$ cat src/design/ctfr_pkg.sv
// Package: shared constants, codes and transaction types of the clip transfer frame receiver.
package ctfr_pkg;

	localparam int unsigned DefMaxPayload = 32;
	localparam int unsigned HeaderBytes   = 5;
	localparam int unsigned PosW          = 7;
	localparam logic [PosW-1:0] PosMax    = 7'd127;
	localparam int unsigned CfgIdxW       = 2;
	localparam int unsigned CfgDataW      = 8;

	localparam logic [7:0] BeginOpReset = 8'd1;
	localparam logic [7:0] DataOpReset  = 8'd2;
	localparam logic [7:0] EndOpReset   = 8'd3;

	typedef enum logic [CfgIdxW-1:0] {
		CFG_BEGIN_OP = 2'd0,
		CFG_DATA_OP  = 2'd1,
		CFG_END_OP   = 2'd2
	} cfg_idx_t;

	typedef enum logic [1:0] {
		ST_OK     = 2'd0,
		ST_BAD    = 2'd1,
		ST_SINK   = 2'd2,
		ST_REJECT = 2'd3
	} status_t;

	typedef struct packed {
		logic [7:0] frame_byte;
		logic       first_of_frame;
		logic       last_of_frame;
		logic       sink_error;
	} in_item_t;

	typedef struct packed {
		logic [7:0]  sink_data;
		logic        sink_data_valid;
		logic        open_clip;
		logic [7:0]  open_clip_id;
		logic [31:0] open_clip_length;
		logic        close_clip;
		logic [1:0]  frame_status;
		logic        status_valid;
		logic        clip_complete;
		logic        last_result;
	} out_item_t;

	function automatic out_item_t status_item(input status_t st, input logic open,
			input logic [7:0] id, input logic [31:0] len, input logic close,
			input logic done);
		out_item_t it;
		it                  = '0;
		it.open_clip        = open;
		it.open_clip_id     = open ? id : 8'd0;
		it.open_clip_length = open ? len : 32'd0;
		it.close_clip       = close;
		it.frame_status     = st;
		it.status_valid     = 1'b1;
		it.clip_complete    = done;
		it.last_result      = 1'b1;
		return it;
	endfunction

	function automatic out_item_t data_item(input logic [7:0] d);
		out_item_t it;
		it                 = '0;
		it.sink_data       = d;
		it.sink_data_valid = 1'b1;
		return it;
	endfunction

endpackage

$ cat src/design/ctfr_stream_if.sv
// Interface: valid/ready stream channel carrying one payload transaction.
interface ctfr_stream_if #(
	parameter type payload_t = logic
);
	logic     valid;
	logic     ready;
	payload_t payload;

	modport source (output valid, output payload, input ready);
	modport sink   (input valid, input payload, output ready);
endinterface

$ cat src/design/clip_transfer_frame_receiver.sv
// Top level: clip transfer frame receiver with payload buffer and control.
//
// channel  | dir | transaction
// ---------+-----+----------------------------------------------------------
// frame    | in  | one frame byte with first/last marks and sink error flag
// result   | out | forwarded payload byte, or one status per completed frame
// cfg_*    | in  | opcode register write (begin, data, end), no read-back
//
// Cycles: one byte per cycle while the output register has room and no burst
// is under way. A forwarded DATA frame holds the input after its last byte for
// one buffer read setup, n bytes at one per cycle as the output has room, and
// one status, set by the single read port of the payload buffer.
// Reset: arst_n clears all control state; the buffer itself is not cleared,
// only entries written by the current frame are ever read back.
// Stalls: result.ready low holds the output register; frame.ready drops
// until the held transaction is taken.
module clip_transfer_frame_receiver #(
	parameter int unsigned MaxPayload = ctfr_pkg::DefMaxPayload
) (
	input  logic                          clk,
	input  logic                          arst_n,
	ctfr_stream_if.sink                   frame,
	ctfr_stream_if.source                 result,
	input  logic                          cfg_we,
	input  logic [ctfr_pkg::CfgIdxW-1:0]  cfg_index,
	input  logic [ctfr_pkg::CfgDataW-1:0] cfg_data
);
	import ctfr_pkg::*;

	// buffer address width; at least one bit for a single-entry buffer
	localparam int unsigned AddrW = (MaxPayload > 1) ? $clog2(MaxPayload) : 1;

	logic             buf_wr_en;
	logic [AddrW-1:0] buf_wr_addr;
	logic [7:0]       buf_wr_data;
	logic             buf_rd_en;
	logic [AddrW-1:0] buf_rd_addr;
	logic [7:0]       buf_rd_data;

	// bytes of the current frame, read back as a burst for a forwarded DATA frame
	ctfr_payload_buf #(
		.Depth (MaxPayload),
		.AddrW (AddrW)
	) u_buf (
		.clk     (clk),
		.wr_en   (buf_wr_en),
		.wr_addr (buf_wr_addr),
		.wr_data (buf_wr_data),
		.rd_en   (buf_rd_en),
		.rd_addr (buf_rd_addr),
		.rd_data (buf_rd_data)
	);

	// frame parsing, clip bookkeeping and the output register
	ctfr_ctrl #(
		.MaxPayload (MaxPayload),
		.AddrW      (AddrW)
	) u_ctrl (
		.clk         (clk),
		.arst_n      (arst_n),
		.frame       (frame),
		.result      (result),
		.cfg_we      (cfg_we),
		.cfg_index   (cfg_index),
		.cfg_data    (cfg_data),
		.buf_wr_en   (buf_wr_en),
		.buf_wr_addr (buf_wr_addr),
		.buf_wr_data (buf_wr_data),
		.buf_rd_en   (buf_rd_en),
		.buf_rd_addr (buf_rd_addr),
		.buf_rd_data (buf_rd_data)
	);
endmodule

$ cat src/design/ctfr_payload_buf.sv
// Payload buffer: single write port, single read port, registered read data.
module ctfr_payload_buf #(
	parameter int unsigned Depth = 32,
	parameter int unsigned AddrW = 5
) (
	input  logic             clk,
	input  logic             wr_en,
	input  logic [AddrW-1:0] wr_addr,
	input  logic [7:0]       wr_data,
	input  logic             rd_en,
	input  logic [AddrW-1:0] rd_addr,
	output logic [7:0]       rd_data
);
	logic [7:0] mem_q [Depth];
	logic [7:0] rd_data_q;

	always_ff @(posedge clk) begin
		if (wr_en) begin
			mem_q[wr_addr] <= wr_data;
		end
		if (rd_en) begin
			rd_data_q <= mem_q[rd_addr];
		end
	end

	assign rd_data = rd_data_q;
endmodule

$ cat src/design/ctfr_ctrl.sv
// Control: frame parsing, clip state, status decisions, burst readout and output register.
module ctfr_ctrl #(
	parameter int unsigned MaxPayload = ctfr_pkg::DefMaxPayload,
	parameter int unsigned AddrW      = 5
) (
	input  logic                          clk,
	input  logic                          arst_n,
	ctfr_stream_if.sink                   frame,
	ctfr_stream_if.source                 result,
	input  logic                          cfg_we,
	input  logic [ctfr_pkg::CfgIdxW-1:0]  cfg_index,
	input  logic [ctfr_pkg::CfgDataW-1:0] cfg_data,
	output logic                          buf_wr_en,
	output logic [AddrW-1:0]              buf_wr_addr,
	output logic [7:0]                    buf_wr_data,
	output logic                          buf_rd_en,
	output logic [AddrW-1:0]              buf_rd_addr,
	input  logic [7:0]                    buf_rd_data
);
	import ctfr_pkg::*;

	localparam logic [PosW-1:0] MaxPos = PosW'(MaxPayload);
	localparam logic [PosW-1:0] HdrPos = PosW'(HeaderBytes);

	typedef enum logic [1:0] {
		S_RUN,
		S_BURST_RD,
		S_BURST_WR,
		S_STATUS
	} state_t;

	state_t          state_q;
	logic [7:0]      begin_op_q, data_op_q, end_op_q;
	logic            open_q, ovf_q, recv_q;
	logic [7:0]      op_q, id_q;
	logic [PosW-1:0] pos_q;
	logic [31:0]     len_q, exp_q, wc_q;
	logic [AddrW-1:0] cnt_q, burst_last_q;
	logic            out_valid_q;
	out_item_t       out_q;

	in_item_t        pin;
	logic            out_free, accept, take, done;
	logic            out_load;
	logic [7:0]      op_n, id_n;
	logic [PosW-1:0] pos_n;
	logic [31:0]     len_n;
	logic            ovf_n;

	// decision at the last byte
	status_t         d_status;
	logic            d_open, d_close, d_done, d_burst;
	logic            d_recv, d_load_clip, d_add;
	logic            overrun;

	assign pin      = frame.payload;
	assign out_free = !out_valid_q || result.ready;
	assign frame.ready = (state_q == S_RUN) && out_free;
	assign accept   = frame.valid && frame.ready;
	assign take     = accept && (pin.first_of_frame || open_q);
	assign done     = take && pin.last_of_frame;

	assign result.valid   = out_valid_q;
	assign result.payload = out_q;

	// output register takes a new transaction this cycle
	assign out_load = ((state_q == S_RUN) && done && !d_burst) ||
		(((state_q == S_BURST_WR) || (state_q == S_STATUS)) && out_free);

	assign buf_wr_en   = accept && !pin.first_of_frame && open_q && (pos_q < MaxPos);
	assign buf_wr_addr = pos_q[AddrW-1:0];
	assign buf_wr_data = pin.frame_byte;

	assign buf_rd_en   = (state_q == S_BURST_RD) ||
		((state_q == S_BURST_WR) && out_free && (cnt_q != burst_last_q));
	assign buf_rd_addr = (state_q == S_BURST_RD) ? '0 : cnt_q + 1'b1;

	always_comb begin
		if (pin.first_of_frame) begin
			op_n  = pin.frame_byte;
			pos_n = '0;
			id_n  = '0;
			len_n = '0;
			ovf_n = 1'b0;
		end else begin
			op_n  = op_q;
			pos_n = (pos_q < PosMax) ? pos_q + 1'b1 : pos_q;
			id_n  = (pos_q == '0) ? pin.frame_byte : id_q;
			len_n = len_q;
			for (int k = 0; k < 4; k++) begin
				if (pos_q == PosW'(k + 1)) begin
					len_n[8*k +: 8] = pin.frame_byte;
				end
			end
			ovf_n = ovf_q || (pos_q >= MaxPos);
		end
	end

	assign overrun = ({1'b0, wc_q} + 33'(pos_n)) > {1'b0, exp_q};

	always_comb begin
		d_status    = ST_BAD;
		d_open      = 1'b0;
		d_close     = 1'b0;
		d_done      = 1'b0;
		d_burst     = 1'b0;
		d_recv      = recv_q;
		d_load_clip = 1'b0;
		d_add       = 1'b0;
		// begin wins over data, data over end when opcodes collide
		if (op_n == begin_op_q) begin
			if (pos_n >= HdrPos) begin
				d_open = 1'b1;
				if (pin.sink_error) begin
					d_status = ST_REJECT;
					d_recv   = 1'b0;
				end else begin
					d_status    = ST_OK;
					d_recv      = 1'b1;
					d_load_clip = 1'b1;
				end
			end
		end else if (op_n == data_op_q) begin
			if (recv_q) begin
				if (ovf_n) begin
					d_status = ST_REJECT;
					d_recv   = 1'b0;
				end else if (pos_n == '0) begin
					d_status = ST_OK;
				end else if (overrun) begin
					d_status = ST_REJECT;
					d_recv   = 1'b0;
				end else if (pin.sink_error) begin
					d_status = ST_SINK;
					d_recv   = 1'b0;
				end else begin
					d_status = ST_OK;
					d_burst  = 1'b1;
					d_add    = 1'b1;
				end
			end
		end else if (op_n == end_op_q) begin
			if (recv_q) begin
				d_recv = 1'b0;
				if (wc_q != exp_q) begin
					d_status = ST_BAD;
				end else if (pin.sink_error) begin
					d_status = ST_SINK;
					d_close  = 1'b1;
				end else begin
					d_status = ST_OK;
					d_close  = 1'b1;
					d_done   = 1'b1;
				end
			end
		end
	end

	always_ff @(posedge clk or negedge arst_n) begin
		if (!arst_n) begin
			state_q      <= S_RUN;
			begin_op_q   <= BeginOpReset;
			data_op_q    <= DataOpReset;
			end_op_q     <= EndOpReset;
			open_q       <= 1'b0;
			ovf_q        <= 1'b0;
			recv_q       <= 1'b0;
			op_q         <= '0;
			id_q         <= '0;
			pos_q        <= '0;
			len_q        <= '0;
			exp_q        <= '0;
			wc_q         <= '0;
			cnt_q        <= '0;
			burst_last_q <= '0;
			out_valid_q  <= 1'b0;
			out_q        <= '0;
		end else begin
			if (cfg_we) begin
				unique case (cfg_index)
					CFG_BEGIN_OP: begin_op_q <= cfg_data;
					CFG_DATA_OP:  data_op_q  <= cfg_data;
					CFG_END_OP:   end_op_q   <= cfg_data;
					default: ;
				endcase
			end

			if (result.ready && !out_load) begin
				out_valid_q <= 1'b0;
			end

			unique case (state_q)
				S_RUN: begin
					if (take) begin
						op_q   <= op_n;
						id_q   <= id_n;
						pos_q  <= pos_n;
						len_q  <= len_n;
						ovf_q  <= ovf_n;
						open_q <= !pin.last_of_frame;
					end
					if (done) begin
						recv_q <= d_recv;
						if (d_load_clip) begin
							exp_q <= len_n;
							wc_q  <= '0;
						end
						if (d_add) begin
							wc_q <= wc_q + 32'(pos_n);
						end
						if (d_burst) begin
							burst_last_q <= AddrW'(pos_n - 1'b1);
							state_q      <= S_BURST_RD;
						end else begin
							out_q       <= status_item(d_status, d_open, id_n, len_n,
								d_close, d_done);
							out_valid_q <= 1'b1;
						end
					end
				end
				S_BURST_RD: begin
					cnt_q   <= '0;
					state_q <= S_BURST_WR;
				end
				S_BURST_WR: begin
					if (out_free) begin
						out_q       <= data_item(buf_rd_data);
						out_valid_q <= 1'b1;
						if (cnt_q == burst_last_q) begin
							state_q <= S_STATUS;
						end else begin
							cnt_q <= cnt_q + 1'b1;
						end
					end
				end
				S_STATUS: begin
					if (out_free) begin
						out_q       <= status_item(ST_OK, 1'b0, 8'd0, 32'd0, 1'b0, 1'b0);
						out_valid_q <= 1'b1;
						state_q     <= S_RUN;
					end
				end
				default: state_q <= S_RUN;
			endcase
		end
	end
endmodule
$ cat src/flat_wrapper.sv
// flat-port wrapper written by rule: the top's interface ports become plain ports
module clip_transfer_frame_receiver_flat import ctfr_pkg::*;
#(
	parameter int unsigned MaxPayload = ctfr_pkg::DefMaxPayload
)
  (clk, arst_n, cfg_we, cfg_index, cfg_data, frame_valid, frame_payload, frame_ready, result_valid, result_payload, result_ready);
  ctfr_stream_if frame_i ();
  ctfr_stream_if result_i ();
  input  logic clk;
  input  logic arst_n;
  input  logic cfg_we;
  input  logic [ctfr_pkg::CfgIdxW-1:0] cfg_index;
  input  logic [ctfr_pkg::CfgDataW-1:0] cfg_data;
  input wire logic [$bits(frame_i.valid)-1:0] frame_valid;
  input wire logic [$bits(frame_i.payload)-1:0] frame_payload;
  output wire logic [$bits(frame_i.ready)-1:0] frame_ready;
  output wire logic [$bits(result_i.valid)-1:0] result_valid;
  output wire logic [$bits(result_i.payload)-1:0] result_payload;
  input wire logic [$bits(result_i.ready)-1:0] result_ready;
  assign frame_i.valid = frame_valid;
  assign frame_i.payload = frame_payload;
  assign frame_ready = frame_i.ready;
  assign result_valid = result_i.valid;
  assign result_payload = result_i.payload;
  assign result_i.ready = result_ready;
  clip_transfer_frame_receiver #(.MaxPayload(MaxPayload)) u_core (.clk(clk), .arst_n(arst_n), .frame(frame_i), .result(result_i), .cfg_we(cfg_we), .cfg_index(cfg_index), .cfg_data(cfg_data));
endmodule
$ cat config.mk
export PLATFORM = sky130hd
export DESIGN_NAME = clip_transfer_frame_receiver_flat
export DESIGN_NICKNAME = d
export VERILOG_FILES = /design/src/design/ctfr_pkg.sv /design/src/design/ctfr_stream_if.sv /design/src/design/clip_transfer_frame_receiver.sv /design/src/design/ctfr_payload_buf.sv /design/src/design/ctfr_ctrl.sv /design/src/flat_wrapper.sv
export SDC_FILE = /design/constraint.sdc
export NUM_CORES = 1
export LEC_CHECK = 0
export ABC_CLOCK_PERIOD_IN_PS = 4550
export BUFFER_PORTS_ARGS = -buffer_cell sky130_fd_sc_hd__buf_4
export CORE_ASPECT_RATIO = 1.2
export CORE_MARGIN = 5
export CORE_UTILIZATION = 24
export CTS_BUF_LIST = sky130_fd_sc_hd__clkbuf_4 sky130_fd_sc_hd__clkbuf_8
export DETAILED_ROUTE_END_ITERATION = 10
export GPL_TIMING_DRIVEN = 0
export MAX_ROUTING_LAYER = met4
export PLACE_DENSITY = 0.45
export SLEW_MARGIN = 30
export SYNTH_ARGS = -nofsm -noshare
export SYNTH_HDL_FRONTEND = slang
export SYNTH_SLANG_ARGS = --single-unit
$ cat constraint.sdc
create_clock -name clk -period 4.55 [get_ports clk]
set_input_delay 0.455 -clock clk [delete_from_list [all_inputs] [get_ports clk]]
set_output_delay 0.455 -clock clk [all_outputs]
set_load 0.01 [all_outputs]
==> Word level (Yosys, flattened, before mapping) <==
Index checks and enable logic that the tools add are counted.
{ "op_classes": {"n_addsub": 1, "n_mul": 0, "div": 0, "magnitude_cmp": 0, "eq_ne": 7, "shift": 0, "n_mux": 13, "bitwise": 1, "n_reduce_logical": 15} }
{ "op_table": {"columns": ["cell", "n"], "rows": [
  ["$mux 5", 2],
  ["$pmux 5 s2", 1],
  ["$mux 2", 3],
  ["$ne 2x2->1 const B", 3],
  ["$pmux 2 s3", 1],
  ["$reduce_and 3->1", 2],
  ["$add 5x1->5 const B", 1],
  ["$logic_not 5->1", 1],
  ["$mux 1", 5],
  ["$eq 2x2->1 const B", 2],
  ["$reduce_and 4->1", 1],
  ["$reduce_bool 2->1", 2],
  ["$logic_and 1x1->1", 3],
  ["$eq 2x1->1 const B", 1],
  ["$logic_not 1->1", 2],
  ["$logic_not 2->1", 1],
  ["$logic_or 1x1->1", 2],
  ["$ne 2x1->1 const B", 1],
  ["$pmux 1 s2", 1],
  ["$reduce_or 2->1", 1],
  ["$not 1->1", 1]
]} }
{ "word_totals": {"reg_bits": 9, "latch_bits": 0, "mem_bits_rw": 0, "mem_bits_ro": 0, "inputBits": 16, "wordCells": 41, "memories": 0} }

==> Depth between registers and ports, before layout <==
Gate-level depths: netlist of run 1.
{ "logic_depth": {"word_depth": 8, "ltp_mapped": 5} }

==> Cells and area by module <==
From an unflattened synthesis of run 1, not the netlist that was laid out.
{ "hier_totals": {"cells_unflattened": 535, "hier_area_um2": 11215.8} }
{ "by_module_without_submodules": {"columns": ["module", "instances", "cells_each", "area_per_inst_um2", "seq_area_each_um2"], "rows": [
  ["ctfr_payload_buf", 1, 417, 10133.5, 7927.6],
  ["ctfr_ctrl", 1, 118, 1082.3, 425.4]
]} }

==> Least setup slack after synthesis of run 1 <==
Ideal clock, no wire load.
{ "synth_path": {"kind": "reg-to-reg", "startpoint": "register u_core.u_ctrl.cnt_q[0]", "endpoint": "register u_core.u_ctrl.cnt_q[2]", "setup_ps": 139, "t_arrival_ps": 1322, "slack_ps": 3089, "stages_incl_launch_ff": 6, "path_cell_list": "dfrtp_1 inv_1 ha_1 or4b_4 a41oi_2 o32ai_1"} }
{ "synth_between": {"elab_chain_cells": 4, "elab_cells_between_ends": 7} }
{ "synth_lines": {"columns": ["item", "line", "rtl"], "rows": [
  ["start, declared", "ctfr_ctrl.sv:38", "logic [AddrW-1:0] cnt_q, burst_last_q;"],
  ["start signal, assigned", "ctfr_ctrl.sv:232", "cnt_q <= cnt_q + 1'b1;"],
  ["$add 5x1->5", "ctfr_ctrl.sv:232", null],
  ["$mux 5", "ctfr_ctrl.sv:229", "if (cnt_q == burst_last_q) begin"],
  ["$mux 5", "ctfr_ctrl.sv:226", "if (out_free) begin"],
  ["$pmux 5 s2", "ctfr_ctrl.sv:192", "unique case (state_q)"]
]} }
Several ways; a longest one is shown, not always the timed one. The select of a mux whose other input is x is not followed.
A chain may end at the register's enable or synchronous reset.

==> Worst setup path after layout of run 1 <==
{ "layout_path": {"startpoint": "register u_core.u_ctrl.out_valid_q, in the netlist u_core.u_ctrl.result.valid", "endpoint": "output frame_ready"} }
{ "layout_between": {"elab_chain_cells": 3} }
{ "layout_lines": {"columns": ["item", "line", "rtl"], "rows": [
  ["start, declared", "ctfr_ctrl.sv:39", "logic out_valid_q;"],
  ["start signal, assigned", "ctfr_ctrl.sv:176", "out_valid_q <= 1'b0;"],
  ["start signal, assigned", "ctfr_ctrl.sv:189", "out_valid_q <= 1'b0;"],
  ["start signal, assigned", "ctfr_ctrl.sv:217", "out_valid_q <= 1'b1;"],
  ["$logic_not 1->1", "ctfr_ctrl.sv:57", "assign out_free = !out_valid_q || result.ready;"],
  ["$logic_or 1x1->1", "ctfr_ctrl.sv:57", null],
  ["$logic_and 1x1->1", "ctfr_ctrl.sv:58", "assign frame.ready = (state_q == S_RUN) && out_free;"],
  ["end, declared", "flat_wrapper.sv:16", "output wire logic [$bits(frame_i.ready)-1:0] frame_ready;"]
]} }
No other way between the ends.

==> results of run 1 <==
cell type report:
class                      instances  area (sq um)
fill                             252          1570
multi-input combinational         42           294
sequential                         9           225
timing repair buffer               6          47.5
tap                               31          38.8
clock buffer                       4          30.0
inverter                           5          18.8
buffer                             3          12.5
per-stage QoR:
stage	area (sq um)	total power, mW	cells	worst slack, ns
3_3_place_gp	627	0.371	95	2.83
4_1_cts	667	0.441	100	2.72
3_5_place_dp	627	0.369	95	2.82
6_report	667	0.439	100	2.75
2_1_floorplan	551	0.305	59	3.09
5_1_grt	667	0.477	100	2.61
state kept, by name, indices dropped and copies added, names as in the netlist:
| name | count |
|---|---|
| u_core.u_ctrl.result.valid | 1 |
| u_core.u_ctrl.state_q | 2 |
| u_core.u_ctrl.cnt_q | 5 |
| u_core.u_ctrl.result.payload | 1 |
placed cells by master (no fill, tap or decap), drive strengths merged, types with 2 or more instances in the layout:
cell type	count
buf	6
clkbuf	6
dfrtp	9
ha	2
inv	5
nand2	8
nand2b	5
nand3	3
nor2b	2
nor4	2
o21ai	2
o2bb2ai	2
o311ai	3
o41ai	2
routing by layer:
layer | global-route usage | up-vias | wire [um]
li1 | - | 237 | -
met1 | 0.117 | 237 | 588
met2 | 0.130 | 7 | 595
met3 | 0.0215 | 5 | 37
met4 | 0.0575 | 0 | 36
met5 | - | - | 0
worst max-delay path by stage:
stage | slack, ns | startpoint | cells after the start | endpoint
6_report | 2.75 | u_core.u_ctrl.result.valid$_DFF_PN0_ | 4 | frame_ready
3_5_place_dp | 2.82 | result_ready | 5 | frame_ready
4_1_cts | 2.72 | u_core.u_ctrl.result.valid$_DFF_PN0_ | 4 | frame_ready
3_3_place_gp | 2.83 | result_ready | 5 | frame_ready
5_1_grt | 2.61 | u_core.u_ctrl.result.valid$_DFF_PN0_ | 4 | frame_ready
2_1_floorplan | 3.09 | u_core.u_ctrl.cnt_q[0]$_DFFE_PN0P_ | 5 | u_core.u_ctrl.cnt_q[2]$_DFFE_PN0P_
report_power, final:
part           internal [mW]  switching (mW)  leakage, nW  total [mW]
sequential             0.117          0.0405        0.112       0.157
clock                 0.0399          0.0307       0.0184      0.0706
combinational         0.0958           0.115        0.149       0.211
total                  0.252           0.186        0.280       0.439
critical path: stages (launching register included):
cell and delay (ns):
dfrtp_1 0.36, nor2b_1 0.13, clkbuf_1 0.36, nor3_1 0.08, buf_4 0.16
logic make-up (layout without fill, tap and decap cells):
logic type	after synthesis	after routing	share of synthesized area
AO/OA/AOI/OAI	14	14	0.216
buffers and inverters	8	18	0.0568
adder cells (fa/ha/maj)	2	2	0.0454
flip-flops	9	9	0.409
AND/OR/NAND/NOR	26	26	0.273
==> results by group, run 1 <==
Timing
  – Period utilization: 0.397
  – Worst Clk Skew: 0.00292 ns
  – Fmax: 0.554 GHz
  – Fin. Hold Viols: 0
  – Max-slew violations: 0
  – Min Tclk post-route: about 1.8 ns
  – Total Neg Setup Slack: 0 ns
  – Fin Hold WS: 0.529 ns
  – RSZ-0062 raised after global routing: no
  – Finish-stage setup viols: 0
  – Worst Tran Pin Value: slightly above 0.7 ns
  – Slew HR: 0.513

Yosys
  – Top-count cell post-synth: dfrtp_1
  – Syn Area/Cell: 9.33 sq um
  – Number of synthesized flops with an enable pin: 0
  – Share of the synthesized area in the top cell type: 0.409
  – Cell count after synthesis: 59
  – Most frequent cells after synthesis: dfrtp_1, nand2_1, inv_1, nand2b_1
  – Ys async rst share: 1.00
  – Synthesized area: about 550 sq um
  – Sequential area share after synthesis: 0.409
  – Top cells by area in the synthesized netlist: dfrtp_1, nand2b_1, nand2_1, o311ai_0, ha_1
  – Synth cell types: 25
  – Synth warn: 0
  – Area leader, netlist: dfrtp_1
  – Synth Net Count: 77
  – #FFs+latches synth: 9
  – Primary FF master, synth: dfrtp_1

Route
  – Vias per inst: approximately 4.9
  – DR pass1 iterations: 4
  – DRT antenna net count: 0
  – Via count: 486
  – Total wire length: 1260 um
  – WL per Instance: 12.6 um
  – 1st-iter DRT viols: 14
  – Drt drc: 0

Worst setup path
  – CP Max Fanout: 10
  – R2r setup slk: 2.83 ns
  – CP arrival: 1.35 ns
  – Reg-to-reg startpoint: u_core.u_ctrl.cnt_q[0]$_DFFE_PN0P_
  – Critical R2R Capture: u_core.u_ctrl.cnt_q[1]$_DFFE_PN0P_
  – Critical path class: register to output pin
  – Worst endpoint required time: roughly 4.1 ns
  – Reg2reg path depth: 5
  – CP Launch Type: register
  – CP endpoint kind: output pin

Hold path
  – HP Class: register to register
  – Min-Delay Path Depth: 2
  – Hold Crit Endpoint: u_core.u_ctrl.result.payload$_DFFE_PN0P_
  – Hold Crit Start: u_core.u_ctrl.result.payload$_DFFE_PN0P_

Place
  – Port bufs: 5
  – GP Congestion: 0.716
  – HPWL Detailed: 907 um

Clock network
  – Cts bufs inserted: 3
  – Clk sink count: 9
  – Setup bufs post-CTS: 0
  – TritonCTS clock tree: built
  – Cts repair resizes: 0
  – Worst-path clk slew: about 0.060 ns
  – Htree depth: 1
  – Worst-Skew Late Latency: 0.27 ns
  – Longest Clk Path Bufs: 2
  – Clock root buffer: clkbuf_4
  – Hold Buf Count CTS: 1

Floorplanning
  – Ports: 19
  – Num rows: 19
  – Die Width: 53.7 um
  – DIE AREA: 0.00336 sq mm
  – Starting Density: 0.246
  – Core footprint: ~0.0022 sq mm
  – Die height: between 60 and 70 um

Global routing
  – Total grt overflow: 0
  – Number of global-route vias before repair: ~520
  – Largest net degree at the start of global routing: 11
  – Gr usage total: 0.0930
  – First-pass GRT wire length: approximately 2300 um
  – Initial antenna violation count: 0

Power and ir drop
  – Power per cell area: 658 mW/mm^2
  – Peak VDD IR: around 0.00026 V
  – P_leak: roughly 0.28 nW

Flow run
  – Max_cap viols: 0

Layout
  – Nets: 88
  – Fin util: 0.298
  – Area growth syn-to-layout: 21.1%
  – Diodes inserted: 0
  – Fraction of layout cells with a size suffix above 1: 0.174

Status
  – Outcome: complete, no violations
Power figures use the tool's default switching activity.
==> run 2, diff against run 1 <==
--- a/config.mk
+++ b/config.mk
@@ -5,7 +5,7 @@
 export SDC_FILE = /design/constraint.sdc
 export NUM_CORES = 1
 export LEC_CHECK = 0
-export ABC_CLOCK_PERIOD_IN_PS = 4550
+export ABC_CLOCK_PERIOD_IN_PS = 1500
 export BUFFER_PORTS_ARGS = -buffer_cell sky130_fd_sc_hd__buf_4
 export CORE_ASPECT_RATIO = 1.2
 export CORE_MARGIN = 5
@@ -14,7 +14,7 @@
 export DETAILED_ROUTE_END_ITERATION = 10
 export GPL_TIMING_DRIVEN = 0
 export MAX_ROUTING_LAYER = met4
-export PLACE_DENSITY = 0.45
+export PLACE_DENSITY = 0.47
 export SLEW_MARGIN = 30
 export SYNTH_ARGS = -nofsm -noshare
 export SYNTH_HDL_FRONTEND = slang
==> constraint.sdc (replaced) <==
create_clock -name clk -period 1.5 [get_ports clk]
set_input_delay 0.15 -clock clk [delete_from_list [all_inputs] [get_ports clk]]
set_output_delay 0.15 -clock clk [all_outputs]
set_load 0.01 [all_outputs]
==> results by group, run 2 (synthesized netlist as in run 1, its figures left out) <==
Power and ir drop
  – Switching portion of total power: 0.405 (-0.0201)
  – P_leak: 0.298 nW (+6.4%)
  – Combinational share of power: 0.504 (+0.023)
  – Power per cell area: 1870 mW/mm^2 (+180%)
  – Clock group share of total power: 0.161 (about the same)
  – Peak VDD IR: 0.000706 V (+170%)
  – Part of the power in registers: 0.335 (-0.023)
  – NetSw: 529 uW (+180%)
  – Tot Pwr: 1.31 mW (+200%)
  – Internal cell power: 778 uW (+210%)

Timing
  – Finish-stage setup viols: 0 (unchanged)
  – Period utilization: 0.999
  – Total Neg Setup Slack: 0 ns (unchanged)
  – RSZ-0062 raised after global routing: yes
  – Worst Tran Pin Value: 0.468 ns (-0.253 ns)
  – Fmax: approximately 0.67 GHz
  – Fin. Hold Viols: 0 (unchanged)
  – Slew HR: 0.688 (+0.175)
  – Max-slew violations: 0 (unchanged)
  – Worst Clk Skew: 0.00210 ns (-0.000826 ns)
  – Min Tclk post-route: roughly 1.5 ns

Status
  – Outcome: complete, no violations

Hold path
  – Hold Crit Start: result_ready
  – Min-Delay Path Depth: 4 (+2)
  – HP Class: input port to register
  – Hold Crit Endpoint: u_core.u_ctrl.state_q[0]$_DFFE_PN0P_

Clock network
  – Worst-Skew Late Latency: 0.27 ns (about the same)
  – TritonCTS clock tree: built
  – Cts bufs inserted: 3 (unchanged)
  – Longest Clk Path Bufs: 2 (unchanged)
  – Htree depth: 1 (unchanged)
  – Clock root buffer: clkbuf_4
  – Worst-path clk slew: 0.06 ns (about the same)
  – Clk sink count: 9 (unchanged)

Route
  – Via count: 497 (+2.3%)
  – DR pass1 iterations: 4 (unchanged)
  – Total wire length: 1300 um (+3.5%)
  – Vias per inst: 4.92 (+1.3%)
  – DRT antenna net count: 0 (unchanged)
  – WL per Instance: 12.9 um (+2.5%)
  – 1st-iter DRT viols: 36 (+22)
  – Drt drc: 0 (unchanged)

Worst setup path
  – Reg-to-reg startpoint: u_core.u_ctrl.cnt_q[0]$_DFFE_PN0P_
  – CP Max Fanout: 2 (-8)
  – CP Launch Type: register
  – Critical R2R Capture: u_core.u_ctrl.cnt_q[2]$_DFFE_PN0P_
  – Critical path class: register to register
  – Worst endpoint required time: 1.62 ns (-2.47 ns)
  – Reg2reg path depth: 5 (unchanged)
  – CP arrival: 1.62 ns (+0.27 ns)
  – CP endpoint kind: register
  – Biggest cell delay along the critical path: 0.47 ns (+0.11 ns)
  – CP max-delay cell: or4b_4
  – CP Cell Sequence: inv_2 -> ha_2 -> or4b_4 -> a41oi_2 -> o32ai_1
  – R2r setup slk: 0.0009 ns (-2.83 ns)

Layout
  – Commonest non-fill, non-tap cell in the layout: dfrtp_1
  – Nets: 89 (+1.1%)
  – Fraction of layout cells with a size suffix above 1: 0.286 (+0.112)
  – Largest Register: u_core.u_ctrl.cnt_q
  – Commonest cells after routing, fill and taps aside: dfrtp_1, nand2_1, buf_4, nand2b_1, clkbuf_4
  – Fin util: 0.313 (+0.0146)
  – Layout Cells excl Fill: 101 (+1.0%)
  – Largest register FFs: 5 (unchanged)
  – Largest registers: u_core.u_ctrl.cnt_q: 5 flops, u_core.u_ctrl.state_q: 2 flops
  – Area growth syn-to-layout: 27.0%
  – Diodes inserted: 0 (unchanged)

Floorplanning
  – DIE AREA: 0.00336 sq mm (unchanged)
  – Core footprint: 0.00223 sq mm (unchanged)
  – Starting Density: 0.246 (unchanged)
  – Die Width: 53.7 um (unchanged)
  – Die height: 62.5 um (unchanged)
  – Num rows: 19 (unchanged)
  – Ports: 19 (unchanged)

Flow run
  – Max_cap viols: 0 (unchanged)

Global routing
  – Initial antenna violation count: 0 (unchanged)
  – First-pass GRT wire length: 2360 um (+3.3%)
  – Total grt overflow: 0 (unchanged)
  – Largest net degree at the start of global routing: 11 (unchanged)
  – Gr usage total: 0.0979 (+0.00491)
  – Number of global-route vias before repair: 541 (+3.2%)

Place
  – GP Congestion: 0.731 (+2.0%)
  – Port bufs: 5 (unchanged)
  – HPWL Detailed: 919 um (+1.4%)
  – Inst Count DP: 95 (unchanged)
[run 2: worst max path at each step]
stage / start / endpoint / cells past startpoint
finish: u_core.u_ctrl.cnt_q[0]$_DFFE_PN0P_ / u_core.u_ctrl.cnt_q[2]$_DFFE_PN0P_ / 5
floorplan: u_core.u_ctrl.cnt_q[0]$_DFFE_PN0P_ / u_core.u_ctrl.cnt_q[2]$_DFFE_PN0P_ / 5
global placement: u_core.u_ctrl.cnt_q[0]$_DFFE_PN0P_ / u_core.u_ctrl.cnt_q[1]$_DFFE_PN0P_ / 5
global route: u_core.u_ctrl.cnt_q[1]$_DFFE_PN0P_ / u_core.u_ctrl.cnt_q[2]$_DFFE_PN0P_ / 5
CTS: u_core.u_ctrl.result.valid$_DFF_PN0_ / frame_ready / 4
detailed placement: u_core.u_ctrl.cnt_q[0]$_DFFE_PN0P_ / u_core.u_ctrl.cnt_q[1]$_DFFE_PN0P_ / 5
[run 2: critical path: cells and delay by family, from the launching register on]
kind,cells,cell delay [ns]
simple gates,1,0.47
flops,1,0.39
compound gates,2,0.27
fa+ha+maj,1,0.16
buf+inv,1,0.06
[run 2: power by group through the flow]
| stage | Clock, mW | Sequential, mW | Combinational, mW |
|---|---|---|---|
| final | 0.210 | 0.438 | 0.658 |
| after global routing | 0.233 | 0.458 | 0.739 |
| after CTS | 0.220 | 0.430 | 0.640 |
| after detailed placement | 0 | 0.477 | 0.642 |
| after global placement | 0 | 0.478 | 0.644 |
| after floorplan | 0 | 0.455 | 0.471 |
[run 2: what timing repair did]
item,in CTS,in global routing
hold buffers,1,0
endpoints found under the hold margin,9,0
gates resized for setup,2,7
pin swaps,1,0
buffers inserted,2,0
gates cloned,0,0
endpoints found under the setup margin,5,3
[run 2: area by class of cell]
| class | instances | area [sq um] |
|---|---|---|
| clock buffer | 4 | 30.0 |
| multi-input combinational | 42 | 315 |
| timing repair buffer | 8 | 62.6 |
| sequential | 9 | 225 |
| inverter | 5 | 18.8 |
| buffer | 2 | 8.76 |
| tap | 31 | 38.8 |
| fill | 262 | 1540 |
[run 2: layer usage]
layer,part of all wire,track usage,vias up
li1,-,-,242
met1,0.45,0.110,242
met2,0.50,0.147,8
met3,0.016,0.0143,5
met4,0.041,0.0799,0
met5,0,-,-
[run 2: stage by stage]
stage / hold WS, ns / worst slack [ns] / area [sq um]
global placement: -0.0128 / -0.152 / 627
floorplan: -0.146 / 0.0389 / 551
global route: 0.223 / -0.0491 / 699
CTS: 0.243 / 0.00822 / 689
detailed placement: -0.0176 / -0.126 / 627
finish: 0.208 / 0.000895 / 699
==> run 3, diff against run 2 <==
--- a/config.mk
+++ b/config.mk
@@ -5,7 +5,7 @@
 export SDC_FILE = /design/constraint.sdc
 export NUM_CORES = 1
 export LEC_CHECK = 0
-export ABC_CLOCK_PERIOD_IN_PS = 1500
+export ABC_CLOCK_PERIOD_IN_PS = 1550
 export BUFFER_PORTS_ARGS = -buffer_cell sky130_fd_sc_hd__buf_4
 export CORE_ASPECT_RATIO = 1.2
 export CORE_MARGIN = 5
@@ -14,7 +14,7 @@
 export DETAILED_ROUTE_END_ITERATION = 10
 export GPL_TIMING_DRIVEN = 0
 export MAX_ROUTING_LAYER = met4
-export PLACE_DENSITY = 0.47
+export PLACE_DENSITY = 0.45
 export SLEW_MARGIN = 30
 export SYNTH_ARGS = -nofsm -noshare
 export SYNTH_HDL_FRONTEND = slang
==> constraint.sdc (replaced) <==
create_clock -name clk -period 1.55 [get_ports clk]
set_input_delay 0.155 -clock clk [delete_from_list [all_inputs] [get_ports clk]]
set_output_delay 0.155 -clock clk [all_outputs]
set_load 0.01 [all_outputs]
==> results by group, run 3 (synthesized netlist as in run 1, its figures left out) <==
Hold path
  – HP Class: input port to async pin

Route
  – DRT antenna net count: 0 (unchanged)
  – Drt drc: 0 (unchanged)
  – Total wire length: 1340 um (+2.7%)
  – 1st-iter DRT viols: 19 (-47%)
  – WL per Instance: 13.0 um (+0.69%)
  – Vias per inst: 4.77 (-3.1%)
  – DR pass1 iterations: 4 (unchanged)
  – Via count: 491 (-1.2%)

Clock network
  – Worst-path clk slew: 0.06 ns (about the same)
  – Cts bufs inserted: 3 (unchanged)
  – Clk sink count: 9 (unchanged)
  – Htree depth: 1 (unchanged)
  – Worst-Skew Late Latency: 0.26 ns (about the same)
  – Clock root buffer: clkbuf_4
  – Longest Clk Path Bufs: 2 (unchanged)
  – TritonCTS clock tree: built

Layout
  – Fillcell total: 250 (-4.6%)
  – Largest register FFs: 5 (unchanged)
  – Commonest non-fill, non-tap cell in the layout: dfrtp_1
  – Area growth syn-to-layout: 30.5%
  – Multi-input combinational cell area: 320 sq um (+1.6%)
  – FF/Latch Area: 225 sq um (unchanged)
  – Commonest cells after routing, fill and taps aside: dfrtp_1, nand2_1, buf_4, nand2b_1, clkbuf_4
  – Fraction of layout cells with a size suffix above 1: 0.306 (+0.0198)
  – Fin util: 0.321 (+0.00840)
  – Largest registers: u_core.u_ctrl.cnt_q: 5 flops, u_core.u_ctrl.state_q: 2 flops
  – Nets: 91 (+2.2%)
  – Diodes inserted: 0 (unchanged)
  – Largest Register: u_core.u_ctrl.cnt_q

Timing
  – Fin. Hold Viols: 0 (unchanged)
  – Final worst slack: 0.0518 ns (+0.0509 ns)
  – Worst Tran Pin Value: 0.433 ns (-0.0346 ns)
  – Finish-stage setup viols: 0 (unchanged)
  – Period utilization: 0.967 (-0.0328)
  – Min Tclk post-route: 1.50 ns (-0.000892 ns)
  – RSZ-0062 raised after global routing: yes
  – Worst Clk Skew: 0.00290 ns (+0.000808 ns)
  – Slew HR: 0.710 (+0.0223)
  – Max-slew violations: 0 (unchanged)
  – Fmax: 0.667 GHz (about the same)

Place
  – Port bufs: 5 (unchanged)
  – Post-Place Setup Slack: -0.132 ns (-0.00581 ns)
  – GP Congestion: 0.716 (-2.0%)
  – HPWL Detailed: 907 um (-1.3%)

Worst setup path
  – Reg2reg path depth: 5 (unchanged)
  – CP arrival: 1.64 ns (+0.02 ns)
  – CP Launch Point: u_core.u_ctrl.cnt_q[0]$_DFFE_PN0P_
  – CP Max Fanout: 2 (unchanged)
  – CP endpoint kind: register
  – Critical path capture point: u_core.u_ctrl.cnt_q[2]$_DFFE_PN0P_
  – Critical path class: register to register
  – CP Launch Type: register
  – Critical R2R Capture: u_core.u_ctrl.cnt_q[2]$_DFFE_PN0P_
  – Worst endpoint required time: 1.69 ns (+0.07 ns)
  – R2r setup slk: 0.05 ns (+0.05 ns)
  – Reg-to-reg startpoint: u_core.u_ctrl.cnt_q[0]$_DFFE_PN0P_

Status
  – Outcome: complete, no violations

Floorplanning
  – DIE AREA: 0.00336 sq mm (unchanged)
  – Core footprint: 0.00223 sq mm (unchanged)
  – Num rows: 19 (unchanged)
  – Die height: 62.5 um (unchanged)
  – Ports: 19 (unchanged)
  – Starting Density: 0.246 (unchanged)
  – Die Width: 53.7 um (unchanged)

Power and ir drop
  – P_leak: 0.306 nW (+2.7%)
  – Clock group share of total power: 0.155 (-0.006)
  – Internal cell power: 780 uW (+0.35%)
  – Combinational share of power: 0.522 (+0.018)
  – NetSw: 535 uW (+1.1%)
  – Switching portion of total power: 0.407 (+0.00178)
  – Part of the power in registers: 0.323 (-0.012)
  – Tot Pwr: 1.31 mW (+0.65%)
  – Peak VDD IR: 0.000673 V (-4.7%)
  – Power per cell area: 1830 mW/mm^2 (-2.0%)

Flow run
  – Max_cap viols: 0 (unchanged)

Global routing
  – Initial antenna violation count: 0 (unchanged)
  – First-pass GRT wire length: 2390 um (+1.5%)
  – Total grt overflow: 0 (unchanged)
  – Largest net degree at the start of global routing: 11 (unchanged)
  – Number of global-route vias before repair: 552 (+2.0%)
  – Gr usage total: 0.0969 (-0.00101)
## run 3: how the worst min path moves through the flow
stage / startpoint / to / slack, ns / cells past startpoint
3_3_place_gp: arst_n / u_core.u_ctrl.cnt_q[3]$_DFFE_PN0P_ / -0.01 / 1
5_1_grt: arst_n / u_core.u_ctrl.cnt_q[3]$_DFFE_PN0P_ / 0.26 / 2
2_1_floorplan: arst_n / u_core.u_ctrl.cnt_q[0]$_DFFE_PN0P_ / -0.14 / 0
6_report: arst_n / u_core.u_ctrl.cnt_q[3]$_DFFE_PN0P_ / 0.25 / 2
3_5_place_dp: arst_n / u_core.u_ctrl.cnt_q[3]$_DFFE_PN0P_ / -0.007 / 1
4_1_cts: arst_n / u_core.u_ctrl.cnt_q[3]$_DFFE_PN0P_ / 0.25 / 2
## run 3: area by class of cell
| cell class | instances | area share |
|---|---|---|
| clock buffers | 4 | 0.0418 |
| inverters | 5 | 0.0261 |
| plain buffers | 3 | 0.0209 |
| well taps | 31 | 0.0540 |
| flip-flops and latches | 9 | 0.314 |
| multi-input cells | 42 | 0.446 |
| repair buffers | 9 | 0.0976 |
## run 3: metrics by stage
| stage | std cells | hold WS (ns) | cell area [sq um] | TNS (ns) |
|---|---|---|---|---|
| 4_1_cts | 102 | 0.245 | 688 | 0 |
| 5_1_grt | 103 | 0.261 | 718 | -0.0433 |
| 6_report | 103 | 0.245 | 718 | 0 |
| 3_3_place_gp | 95 | -0.0134 | 627 | -0.291 |
| 2_1_floorplan | 59 | -0.141 | 551 | 0 |
| 3_5_place_dp | 95 | -0.00719 | 627 | -0.322 |
## run 3: what timing repair did
item | CTS | global route
resized for setup | 1 | 9
buffers inserted | 2 | 1
hold buffers | 1 | 0
setup endpoints to repair | 4 | 3
gates cloned | 0 | 0
endpoints found under the hold margin | 9 | 0
pin swaps | 0 | 3
## run 3: power by group through the flow
stage	clock network (mW)	logic, mW	registers (mW)
2_1_floorplan	0	0.455	0.440
3_3_place_gp	0	0.620	0.469
3_5_place_dp	0	0.617	0.466
4_1_cts	0.210	0.617	0.420
5_1_grt	0.229	0.758	0.442
6_report	0.204	0.686	0.424
## run 3: worst max-delay path, cell delays in order, from the launching register on
cell	delay (ns)
dfrtp_1	0.39
inv_2	0.09
ha_4	0.12
or4b_4	0.46
a41oi_2	0.21
o32ai_2	0.09
## run 3: metal layers
metal  global-route usage  part of all wire
met5                    -                 0
met4               0.0575             0.028
met3               0.0215             0.022
met2                0.139              0.49
met1                0.120              0.46
